### config.mk
export PLATFORM = sky130hd
export DESIGN_NAME = size_class_window_allocator
export DESIGN_NICKNAME = d
export VERILOG_FILES = /design/src/hdl/sca_pkg.sv /design/src/hdl/sca_scan.sv /design/src/hdl/sca_mul.sv /design/src/hdl/size_class_window_allocator.sv
export SDC_FILE = /design/constraint.sdc
export NUM_CORES = 2
export LEC_CHECK = 0
export ABC_AREA = 1
export BUFFER_PORTS_ARGS = -buffer_cell sky130_fd_sc_hd__buf_2
export CORE_AREA = 2 2 413 415
export CTS_CLUSTER_SIZE = 16
export DETAILED_ROUTE_END_ITERATION = 16
export DIE_AREA = 0 0 415 417
export PLACE_DENSITY_LB_ADDON = 0.25
export REMOVE_ABC_BUFFERS = 1
export SYNTH_ARGS = -nofsm -noshare
export SYNTH_HDL_FRONTEND = slang
export SYNTH_SLANG_ARGS = --single-unit
### constraint.sdc
create_clock -name clk -period 14.7 [get_ports clk]
set_input_delay 0.735 -clock clk [delete_from_list [all_inputs] [get_ports clk]]
set_output_delay 0.735 -clock clk [all_outputs]
set_load 0.03 [all_outputs]
### src/hdl/sca_pkg.sv
// Shared types and constants for the size class window allocator.
`default_nettype none
package sca_pkg;

  localparam int IW     = 11;   // global slot index incl. pool end
  localparam int RB     = 5;    // row number of the slot bitmap
  localparam int ROW_W  = 32;   // slots per bitmap row
  localparam int MUL_A  = 9;
  localparam int MUL_B  = 40;
  localparam int MUL_P  = MUL_A + MUL_B;

  localparam logic [1:0] MODE_ALLOC = 2'd0;
  localparam logic [1:0] MODE_FREE  = 2'd1;
  localparam logic [1:0] MODE_QUERY = 2'd2;

  localparam logic [1:0] STAT_OK     = 2'd0;
  localparam logic [1:0] STAT_NOFIT  = 2'd1;
  localparam logic [1:0] STAT_NOPOOL = 2'd2;

  localparam logic [2:0] REG_POOL0       = 3'd0;
  localparam logic [2:0] REG_PRIMARY     = 3'd4;
  localparam logic [2:0] REG_SECONDARY   = 3'd5;
  localparam logic [2:0] REG_CTRL_OFS    = 3'd6;
  localparam logic [2:0] REG_CTRL_STRIDE = 3'd7;
  localparam int         NUM_POOL_REGS   = 4;

  typedef struct packed {
    logic        second;
    logic [7:0]  first;
    logic [8:0]  count;
    logic [39:0] size;
  } pool_t;

  typedef struct packed {
    logic valid;
    logic to_reg;
    logic last;
  } mul_tag_t;

endpackage
`default_nettype wire

### src/hdl/sca_scan.sv
// Bitmap row search: lowest free slot of one row inside a pool's index range.
`default_nettype none
module sca_scan (
  input  wire logic [sca_pkg::ROW_W-1:0] row_bits,
  input  wire logic [sca_pkg::IW-1:0]    row_base,
  input  wire logic [sca_pkg::IW-1:0]    lo,
  input  wire logic [sca_pkg::IW-1:0]    hi,
  output logic                           found,
  output logic [4:0]                     pick
);

  logic [sca_pkg::ROW_W-1:0] cand;

  always_comb begin
    for (int k = 0; k < sca_pkg::ROW_W; k++) begin
      cand[k] = !row_bits[k]
                && ((row_base + sca_pkg::IW'(k)) >= lo)
                && ((row_base + sca_pkg::IW'(k)) < hi);
    end
  end

  always_comb begin
    found = |cand;
    pick  = '0;
    for (int k = sca_pkg::ROW_W - 1; k >= 0; k--) begin
      if (cand[k]) begin
        pick = 5'(k);
      end
    end
  end

endmodule
`default_nettype wire

### src/hdl/sca_mul.sv
// Shared registered multiplier for the address sums.
`default_nettype none
module sca_mul (
  input  wire logic                         clk,
  input  wire logic                         rst,
  input  wire sca_pkg::mul_tag_t            tag_in,
  input  wire logic [sca_pkg::MUL_A-1:0]    a,
  input  wire logic [sca_pkg::MUL_B-1:0]    b,
  output sca_pkg::mul_tag_t                 tag_out,
  output logic [sca_pkg::MUL_P-1:0]         prod
);

  always_ff @(posedge clk) begin
    if (rst) begin
      tag_out <= '0;
    end else begin
      tag_out <= tag_in;
    end
  end

  always_ff @(posedge clk) begin
    prod <= {{sca_pkg::MUL_B{1'b0}}, a} * {{sca_pkg::MUL_A{1'b0}}, b};
  end

endmodule
`default_nettype wire

### src/hdl/size_class_window_allocator.sv
// Top level: window allocator sequencer, pool registers and slot bitmap.
//
//  channel   ports                                             timing
//  request   start, busy, mode, request_size, window_index    taken when start & !busy
//  result    done, status, granted_index, window_size,         one cycle per strobe
//            window_address, register_address
//  config    wr_en, wr_index, wr_data                          written when wr_en
//
// Free, bookkeeping allocate and unused mode: result in the cycle after the request.
// Allocate: one step per pool that is too small or empty, one per bitmap row searched
// (32 slots a row), then the registered result.
// Query: one product per lower pool, then the slot and register products; a second-region
// pool gives only the last two. The shared multiplier takes one product a cycle.
// Synchronous reset clears the bitmap and the counter. Results are never stalled.
`default_nettype none
module size_class_window_allocator #(
  parameter int NUM_POOLS   = 4,
  parameter int MAX_WINDOWS = 256
) (
  input  wire logic               clk,
  input  wire logic               rst,
  input  wire logic               start,
  output logic                    busy,
  input  wire logic [1:0]         mode,
  input  wire logic [40:0]        request_size,
  input  wire logic [7:0]         window_index,
  output logic                    done,
  output logic [1:0]              status,
  output logic signed [32:0]      granted_index,
  output logic [40:0]             window_size,
  output logic [63:0]             window_address,
  output logic [63:0]             register_address,
  input  wire logic               wr_en,
  input  wire logic [2:0]         wr_index,
  input  wire logic [63:0]        wr_data
);

  localparam int IW   = sca_pkg::IW;
  localparam int RB   = sca_pkg::RB;
  localparam int PW   = (NUM_POOLS > 1) ? $clog2(NUM_POOLS) : 1;
  localparam int KW   = PW + 1;
  localparam int ROWS = (MAX_WINDOWS + sca_pkg::ROW_W - 1) / sca_pkg::ROW_W;
  localparam int RW   = (ROWS > 1) ? $clog2(ROWS) : 1;
  localparam logic [IW-1:0] MAXW = IW'(MAX_WINDOWS);

  typedef enum logic [3:0] {
    S_IDLE   = 4'b0001,
    S_ALLOC  = 4'b0010,
    S_QISSUE = 4'b0100,
    S_QWAIT  = 4'b1000
  } state_t;

  sca_pkg::pool_t pools [NUM_POOLS];
  logic [63:0] primary;
  logic [63:0] secondary;
  logic [31:0] ctrl_ofs;
  logic [15:0] ctrl_stride;

  logic [sca_pkg::ROW_W-1:0] slot_rows [ROWS];
  logic [31:0]  book;
  state_t       state;

  logic [PW-1:0] p_cur;
  logic [RB-1:0] r;
  logic          fresh;
  logic [40:0]   req;
  logic [7:0]    widx_q;
  logic [PW-1:0] p_q;
  logic [7:0]    slot_q;
  logic [39:0]   size_q;
  logic [KW-1:0] k;
  logic [63:0]   addr_acc;
  logic [63:0]   reg_acc;

  // configuration registers
  always_ff @(posedge clk) begin
    if (rst) begin
      for (int i = 0; i < NUM_POOLS; i++) begin
        pools[i] <= '0;
      end
      primary     <= '0;
      secondary   <= '0;
      ctrl_ofs    <= '0;
      ctrl_stride <= '0;
    end else if (wr_en) begin
      for (int i = 0; i < NUM_POOLS; i++) begin
        if (i < sca_pkg::NUM_POOL_REGS && wr_index == sca_pkg::REG_POOL0 + 3'(i)) begin
          pools[i] <= wr_data[57:0];
        end
      end
      case (wr_index)
        sca_pkg::REG_PRIMARY:     primary     <= wr_data;
        sca_pkg::REG_SECONDARY:   secondary   <= wr_data;
        sca_pkg::REG_CTRL_OFS:    ctrl_ofs    <= wr_data[31:0];
        sca_pkg::REG_CTRL_STRIDE: ctrl_stride <= wr_data[15:0];
        default: ;
      endcase
    end
  end

  // pool lookup of the requested index
  logic          lk_hit;
  logic [PW-1:0] lk_p;
  logic          any_count;

  always_comb begin
    lk_hit    = 1'b0;
    lk_p      = '0;
    any_count = 1'b0;
    for (int i = NUM_POOLS - 1; i >= 0; i--) begin
      if ({2'b0, window_index} >= {2'b0, pools[i].first}
          && {2'b0, window_index} < {2'b0, pools[i].first} + {1'b0, pools[i].count}) begin
        lk_hit = 1'b1;
        lk_p   = PW'(i);
      end
      if (pools[i].count != '0) begin
        any_count = 1'b1;
      end
    end
    if ({3'b0, window_index} >= MAXW) begin
      lk_hit = 1'b0;
    end
  end

  // one pool read port shared by all phases
  logic [PW-1:0]  sel_idx;
  sca_pkg::pool_t psel;

  always_comb begin
    case (state)
      S_ALLOC:  sel_idx = p_cur;
      S_QISSUE: sel_idx = k[PW-1:0];
      default:  sel_idx = lk_p;
    endcase
  end

  assign psel = pools[sel_idx];

  // allocate row search
  logic [IW-1:0] lo;
  logic [IW-1:0] end_idx;
  logic [IW-1:0] hi;
  logic          fits;
  logic [RB-1:0] eff_r;
  logic [IW-1:0] row_base;
  logic          row_last;
  logic          found;
  logic [4:0]    pick;
  logic [IW-1:0] grant_g;
  logic          last_pool;
  logic          adv;
  logic [sca_pkg::ROW_W-1:0] row_bits;

  assign lo       = {3'b0, psel.first};
  assign end_idx  = {3'b0, psel.first} + {2'b0, psel.count};
  assign hi       = (end_idx > MAXW) ? MAXW : end_idx;
  assign fits     = (req <= {1'b0, psel.size}) && (lo < hi);
  assign eff_r    = fresh ? {2'b0, psel.first[7:5]} : r;
  assign row_base = {1'b0, eff_r, 5'b0};
  assign row_last = {(6'({1'b0, eff_r}) + 6'd1), 5'b0} >= hi;
  assign row_bits = slot_rows[eff_r[RW-1:0]];
  assign grant_g  = row_base + {{(IW-5){1'b0}}, pick};
  assign last_pool = (p_cur == PW'(NUM_POOLS - 1));
  assign adv      = !fits || (!found && row_last);

  sca_scan u_scan (
    .row_bits (row_bits),
    .row_base (row_base),
    .lo       (lo),
    .hi       (hi),
    .found    (found),
    .pick     (pick)
  );

  // query products
  sca_pkg::mul_tag_t               tag_in;
  sca_pkg::mul_tag_t               tag_out;
  logic [sca_pkg::MUL_A-1:0]       mul_a;
  logic [sca_pkg::MUL_B-1:0]       mul_b;
  logic [sca_pkg::MUL_P-1:0]       prod;
  logic [63:0]                     prod64;

  always_comb begin
    tag_in = '0;
    mul_a  = '0;
    mul_b  = '0;
    if (state == S_QISSUE) begin
      tag_in.valid = 1'b1;
      if (k < {1'b0, p_q}) begin
        mul_a = psel.second ? '0 : psel.count;
        mul_b = psel.size;
      end else if (k == {1'b0, p_q}) begin
        mul_a = {1'b0, slot_q};
        mul_b = size_q;
      end else begin
        mul_a         = {1'b0, widx_q};
        mul_b         = {24'b0, ctrl_stride};
        tag_in.to_reg = 1'b1;
        tag_in.last   = 1'b1;
      end
    end
  end

  sca_mul u_mul (
    .clk     (clk),
    .rst     (rst),
    .tag_in  (tag_in),
    .a       (mul_a),
    .b       (mul_b),
    .tag_out (tag_out),
    .prod    (prod)
  );

  assign prod64 = {{(64 - sca_pkg::MUL_P){1'b0}}, prod};

  logic [IW-1:0] widx_ext;
  assign widx_ext = {3'b0, window_index};

  assign busy = (state != S_IDLE);

  // sequencer
  always_ff @(posedge clk) begin
    if (rst) begin
      state <= S_IDLE;
      done  <= 1'b0;
      book  <= '0;
      for (int i = 0; i < ROWS; i++) begin
        slot_rows[i] <= '0;
      end
    end else begin
      done <= 1'b0;
      case (state)
        S_IDLE: begin
          if (start) begin
            status           <= sca_pkg::STAT_OK;
            granted_index    <= '0;
            window_size      <= '0;
            window_address   <= '0;
            register_address <= '0;
            case (mode)
              sca_pkg::MODE_ALLOC: begin
                if (!any_count) begin
                  granted_index <= {1'b0, book};
                  book          <= book + 32'd1;
                  done          <= 1'b1;
                end else begin
                  req   <= request_size;
                  p_cur <= '0;
                  fresh <= 1'b1;
                  state <= S_ALLOC;
                end
              end
              sca_pkg::MODE_FREE: begin
                if (lk_hit) begin
                  slot_rows[widx_ext[5 +: RW]][widx_ext[4:0]] <= 1'b0;
                end else begin
                  status <= sca_pkg::STAT_NOPOOL;
                end
                done <= 1'b1;
              end
              sca_pkg::MODE_QUERY: begin
                if (!lk_hit) begin
                  status <= sca_pkg::STAT_NOPOOL;
                  done   <= 1'b1;
                end else begin
                  p_q      <= lk_p;
                  slot_q   <= window_index - psel.first;
                  size_q   <= psel.size;
                  widx_q   <= window_index;
                  addr_acc <= psel.second ? secondary : primary;
                  reg_acc  <= primary + {32'b0, ctrl_ofs};
                  k        <= psel.second ? {1'b0, lk_p} : '0;
                  state    <= S_QISSUE;
                end
              end
              default: begin
                done <= 1'b1;
              end
            endcase
          end
        end

        S_ALLOC: begin
          if (adv) begin
            if (last_pool) begin
              status        <= sca_pkg::STAT_NOFIT;
              granted_index <= '1;
              done          <= 1'b1;
              state         <= S_IDLE;
            end else begin
              p_cur <= p_cur + PW'(1);
              fresh <= 1'b1;
            end
          end else if (found) begin
            slot_rows[eff_r[RW-1:0]][pick] <= 1'b1;
            granted_index <= {{(33 - IW){1'b0}}, grant_g};
            done          <= 1'b1;
            state         <= S_IDLE;
          end else begin
            r     <= eff_r + RB'(1);
            fresh <= 1'b0;
          end
        end

        S_QISSUE: begin
          if (tag_in.last) begin
            state <= S_QWAIT;
          end else begin
            k <= k + KW'(1);
          end
        end

        S_QWAIT: ;

        default: begin
          state <= S_IDLE;
        end
      endcase

      if (tag_out.valid) begin
        if (tag_out.to_reg) begin
          register_address <= reg_acc + prod64;
          window_address   <= addr_acc;
          window_size      <= {1'b0, size_q};
          status           <= sca_pkg::STAT_OK;
          granted_index    <= '0;
          done             <= 1'b1;
          state            <= S_IDLE;
        end else begin
          addr_acc <= addr_acc + prod64;
        end
      end
    end
  end

endmodule
`default_nettype wire

## After elaboration in Yosys (flattened, before gate mapping)

Memory sizes are Yosys's and may differ from the RTL's.
Cells that the tools add are included.

| storage, ports and cells | value |
|---|---|
| word-level logic and storage cells | 497 |
| bits of input ports | 122 |
| memory bits (writable) | 488 |
| bits in registers | 706 |
| memories | 2 |

Memories:

| memory | words | bits a word | rd ports | clocked after Yosys merged registers in | wr ports | RTL line | source |
|---|---|---|---|---|---|---|---|
| slot_rows | 8 | 32 | 1 | 0 | 8 | size_class_window_allocator.sv:59 | `logic [sca_pkg::ROW_W-1:0] slot_rows [ROWS];` |
| pools | 4 | 58 | 5 | 0 | 4 | size_class_window_allocator.sv:53 | `sca_pkg::pool_t pools [NUM_POOLS];` |

| operators by class | value |
|---|---|
| reductions and logical operators | 131 |
| equality and inequality tests | 26 |
| order comparisons | 81 |
| $add $sub $neg | 46 |
| multiplexer cells | 175 |
| multiply operators | 1 |
| bitwise logic cells | 9 |

Operator list:

| kind | number |
|---|---|
| $mux 64 | 15 |
| $ge 11x8->1 | 31 |
| $lt 11x10->1 | 31 |
| $mux 32 | 8 |
| $mux 58 | 4 |
| $mux 33 | 6 |
| $add 10x5->11 const B | 16 |
| $mux 5 | 33 |
| $mux 41 | 4 |
| $add 64x49->64 | 2 |
| $mux 40 | 3 |
| $reduce_or 32->1 | 3 |
| $add 10x4->11 const B | 8 |
| $logic_and 1x1->1 | 72 |
| $pmux 33 s2 | 1 |
| $add 64x32->64 | 1 |
| $add 8x9->10 | 5 |
| $lt 8x10->1 | 5 |
| $mux 1 | 50 |
| $mul 9x40->49 | 1 |
| $add 10x3->11 const B | 4 |
| $le 41x40->1 | 1 |
| $mux 2 | 19 |
| $mux 4 | 9 |
| other kinds (56) | 137 |

## Depth between registers and ports, before layout

An unclocked memory read counts as a cell.

| logic depth | value |
|---|---|
| depth after elaboration | 54 |
| mapped depth | 85 |

## Hierarchy

A second synthesis with hierarchy kept.

| second synthesis, totals | value |
|---|---|
| cell total of the unflattened synthesis | 11835 |
| area, all modules | 94311.7 um2 |

By module, submodules not included:

| module | cells an instance | area each (um2) | times used |
|---|---|---|---|
| size_class_window_allocator | 7512 | 64695.8 | 1 |
| sca_scan | 2247 | 15497.4 | 1 |
| sca_mul | 2076 | 14118.5 | 1 |

## Worst setup path after synthesis

Ideal clock, no wire load.

| timing | value |
|---|---|
| path kind | register to register |
| start | memory pools[1][40] in the netlist's numbering |
| end | register u_mul.prod[48] in the netlist's numbering |
| setup time | 0.072 ns |
| data required time | 14.628 ns |
| cell stages (with the launch flop) | 67 |
| period minus slack after synthesis | 10.246 ns |
| path slack | 4.454 ns |
| arrival | 10.174 ns |
| path through | edfxtp_1 -> ha_1 -> inv_1 -> fa_1 -> nand3b_1 -> nand2_1 -> a21oi_1 -> xor2_1 -> ha_1 -> nand2_1 -> o21bai_1 -> nand2_1 -> nand4_1 -> nand2_1 -> nand2_2 -> nand3_4 -> nand2_4 -> buf_6 -> [... 31 more ...] -> o21bai_1 -> a21oi_1 -> o21ai_0 -> nand2_1 -> nand2_1 -> a21oi_1 -> inv_1 -> a21oi_1 -> o21bai_1 -> a21oi_1 -> o21bai_1 -> nand3_1 -> inv_1 -> nor2_1 -> o31ai_1 -> nand4_1 -> nand2_1 -> xor2_1 |

RTL lines:

| element | RTL line | source |
|---|---|---|
| start: declaration | size_class_window_allocator.sv:53 |  |
| end signal: assignment | sca_mul.sv:22 | `prod <= {{sca_pkg::MUL_B{1'b0}}, a} * {{sca_pkg::MUL_A{1'b0}}, b};` |
| end: declaration | sca_mul.sv:10 | `output logic [sca_pkg::MUL_P-1:0] prod` |

==> impl_metrics.toml <==
[yosys]
synth-async-reset-ratio = 0
synth_edf_count = 930
yosys_warnings = 0
ys_ff_latch = 1194
netlist.area_leader.share = 0.370
synth_most_common_cell = "nand2_1"
yosys.area.top_type = "edfxtp_1"
synth_common_cells = "nand2_1, nor2_1, edfxtp_1, inv_1, o21ai_0"
syn_area_per_cell_sq_um = 8.66
synth_area_sq_um = 75600
synth_flop_cell = "edfxtp_1"
synth_cell_types = 82
synthTopCellsByArea = "edfxtp_1, nand2_1, fa_1"
synth_cells = 8722
seq_area_frac_synth = 0.439

[critical_path]
crit_required_ns = 15.41
cpMostUsedCell = "nand2_1"
critical_path.startpoint_type = "flip-flop"
reg2reg_depth = 64
cp_slowest_cell = "nor2_2"
cpPeakStageDelay_ns = 0.73
crit_path_end_kind = "flip-flop"
timing.rr.start = "pools[2][40]"
crit_arrival_ns = 13.24
crit_fanout = 35
timing.rr.end = "u_mul.prod[48]"
rrSetupSlack_ns = 2.17
critical_path_class = "flip-flop to flip-flop"

[clock_network]
postCtsSetupRepairBufs = 0
cts.reportedPaths.clkPinSlew_ns = 0.06
postCtsHoldBufs = 0
cts_tree = "done"
cts_resized = 0
ctsLongestPathBuffers = 3
clock-sinks = 1194
numCtsBuffers = 137
cts_htree_levels = 4
clkLatencyLatePin_ns = 0.80
root_buffer = "clkbuf_16"

[global_route]
track_usage = 0.284
antenna_found_initial = 3
first_global_vias = 61300
grt_first_pass_wirelength_um = 378000
grt-ovfl-total = 0
grt_max_degree = 112

[sta]
worst_hold_slack_ns = 0.125
rsz0062_at_grt = "false"
drv_slew = 0
final.period_utilization = 0.852
worst_slew_pin_slew_ns = 1.18
setup_viol_count_final = 0
max_freq_ghz = 0.0798
fin_crit_ns = 12.53
layout_setup_ws_ns = 2.17
relSlewSlack = 0.202
skew_ns = 0.0317
tns_ns = 0
final-hold-violation-count = 0

[hold_path]
hold_class = "input port to flip-flop"
hold_depth = 1
hp-start = "request_size[33]"
min_delay_worst_endpoint = "req[33]"

[cells_and_area]
multiInputGateArea_sq_um = 37300
regArea_sq_um = 33200
fill_cells = 16000
area_delta_synth_final_pct = 10.8
layout-drive-gt1-share = 0.0998
finalInstanceArea_sq_um = 83700
finalNonFillerCells = 11200
fin_nets = 9657

[flow_run]
max-cap-violations = 0

[placement]
gp_congestion = 0.968
place_ws_ns = 2.31
place_hpwl_um = 179000
placed_cell_area_sq_um = 79300
port_buffers = 327
placed_cells = 11000

[route]
drt_iter0_markers = 6552
drcViolationCount = 0
vias = 63600
totalWireLength_um = 250000
viasPerCell = 5.67
wire_per_inst_um = 22.3
ant_nets = 0
drt-pass1-iter-count = 8

[floorplanning]
initial_core_util = 0.448
dieHeight_um = 417
fp.dieArea_sq_um = 173000
num_io_pins = 328
core_area_sq_um = 169000
rows = 151
die_x_um = 415

[pwr]
pwr-share-comb = 0.334
p_sw_frac = 0.387
p_sw_mw = 4.31
ir_drop_mv = 0.167
p_per_area_nw_per_um2 = 133
pwr-share-clk = 0.309
leakagePower_nw = 36.0
pwr-share-seq = 0.357
internal_power_mw = 6.84

[outcome]
run_status = "finished, final reports clean"
==> stage by stage <==
| step | power [mW] | util |
|---|---|---|
| detailed placement | 7.70 | 0.470 |
| CTS | 11.1 | 0.497 |
| floorplan | 6.48 | - |
| finish | 11.1 | 0.497 |
| global route | 11.6 | 0.497 |
| global placement | 7.66 | 0.470 |
==> layer usage <==
| metal | global-route usage | routed length (um) | vias up |
|---|---|---|---|
| li1 | - | - | 29700 |
| met1 | 0.374 | 102000 | 30800 |
| met2 | 0.476 | 121000 | 2580 |
| met3 | 0.0326 | 16300 | 493 |
| met4 | 0.119 | 11200 | 2 |
| met5 | 0 | 20 | - |
==> layout make-up <==
| cell class | instances | area share |
|---|---|---|
| Tap cell | 2218 | 0.0332 |
| Timing Repair Buffer | 443 | 0.0303 |
| Antenna cell | 2 | 0.0000598 |
| Clock buffer | 189 | 0.0470 |
| Sequential cell | 1194 | 0.397 |
| Clock inverter | 64 | 0.00616 |
| Multi-Input combinational cell | 6211 | 0.446 |
| Inverter | 900 | 0.0407 |
==> placed cells by master (no fill, tap or decap), types with 36 or more instances in the layout <==
| cell type | n |
|---|---|
| a21oi_1 | 697 |
| buf_2 | 327 |
| buf_4 | 114 |
| clkbuf_16 | 145 |
| dfxtp_1 | 264 |
| edfxtp_1 | 930 |
| fa_1 | 275 |
| ha_1 | 373 |
| inv_1 | 846 |
| inv_2 | 42 |
| nand2_1 | 1783 |
| nand3_1 | 337 |
| nand4_1 | 66 |
| nor2_1 | 983 |
| nor3_1 | 61 |
| o211ai_1 | 75 |
| o21ai_0 | 810 |
| o21ai_1 | 36 |
| o21bai_1 | 80 |
| or2_2 | 51 |
| xnor2_1 | 67 |
| xor2_1 | 130 |
==> critical path, delay by kind of cell (launching register included) <==
family,cells,cell delay [ns]
AOI/OAI and AO/OA,20,3.12
xor gates and xnor gates,2,0.31
adders and majority gates,8,3.32
buffers and inverters,5,0.34
DFF,1,0.41
and+or+nand+nor,29,4.88
==> worst max path at each step <==
stage                     endpoint  cells after the start  slack, ns          from
CTS                 u_mul.prod[48]                     66       2.24  pools[3][49]
detailed placement  u_mul.prod[48]                     66       2.31  pools[3][40]
global placement    u_mul.prod[48]                     69       2.48  pools[3][40]
finish              u_mul.prod[48]                     64       2.17  pools[2][40]
floorplan                   p_q[0]                      3      -3.73           rst
global route        u_mul.prod[48]                     64       1.03  pools[2][40]
==> cells by family after synthesis <==
logic type      Yosys count  share of synthesized area
buf+inv                1317                     0.0686
fa+ha+maj               648                      0.135
simple gates           3455                      0.194
compound gates         1911                      0.141
xor+xnor                197                     0.0228
flops                  1194                      0.439
==> power by group through the flow <==
stage / registers (mW) / logic, mW / clock network [mW]
CTS: 3.98 / 3.67 / 3.49
finish: 3.98 / 3.72 / 3.45
detailed placement: 4.05 / 3.66 / 0
global route: 4.00 / 4.02 / 3.61
floorplan: 4.15 / 2.34 / 0
global placement: 4.04 / 3.62 / 0
==> state kept, by name (all words and copies together) (netlist names), 32 cells and up <==
name and count:
slot_rows 256, register_address 64, size_q 40, addr_acc 64, reg_acc 64, granted_index 33, ctrl_ofs 32, book 32
window_address 64, u_mul.prod 49, req 41, secondary 64, pools 232, window_size 41, primary 64
Note: power is estimated with default switching activity, not from simulation.
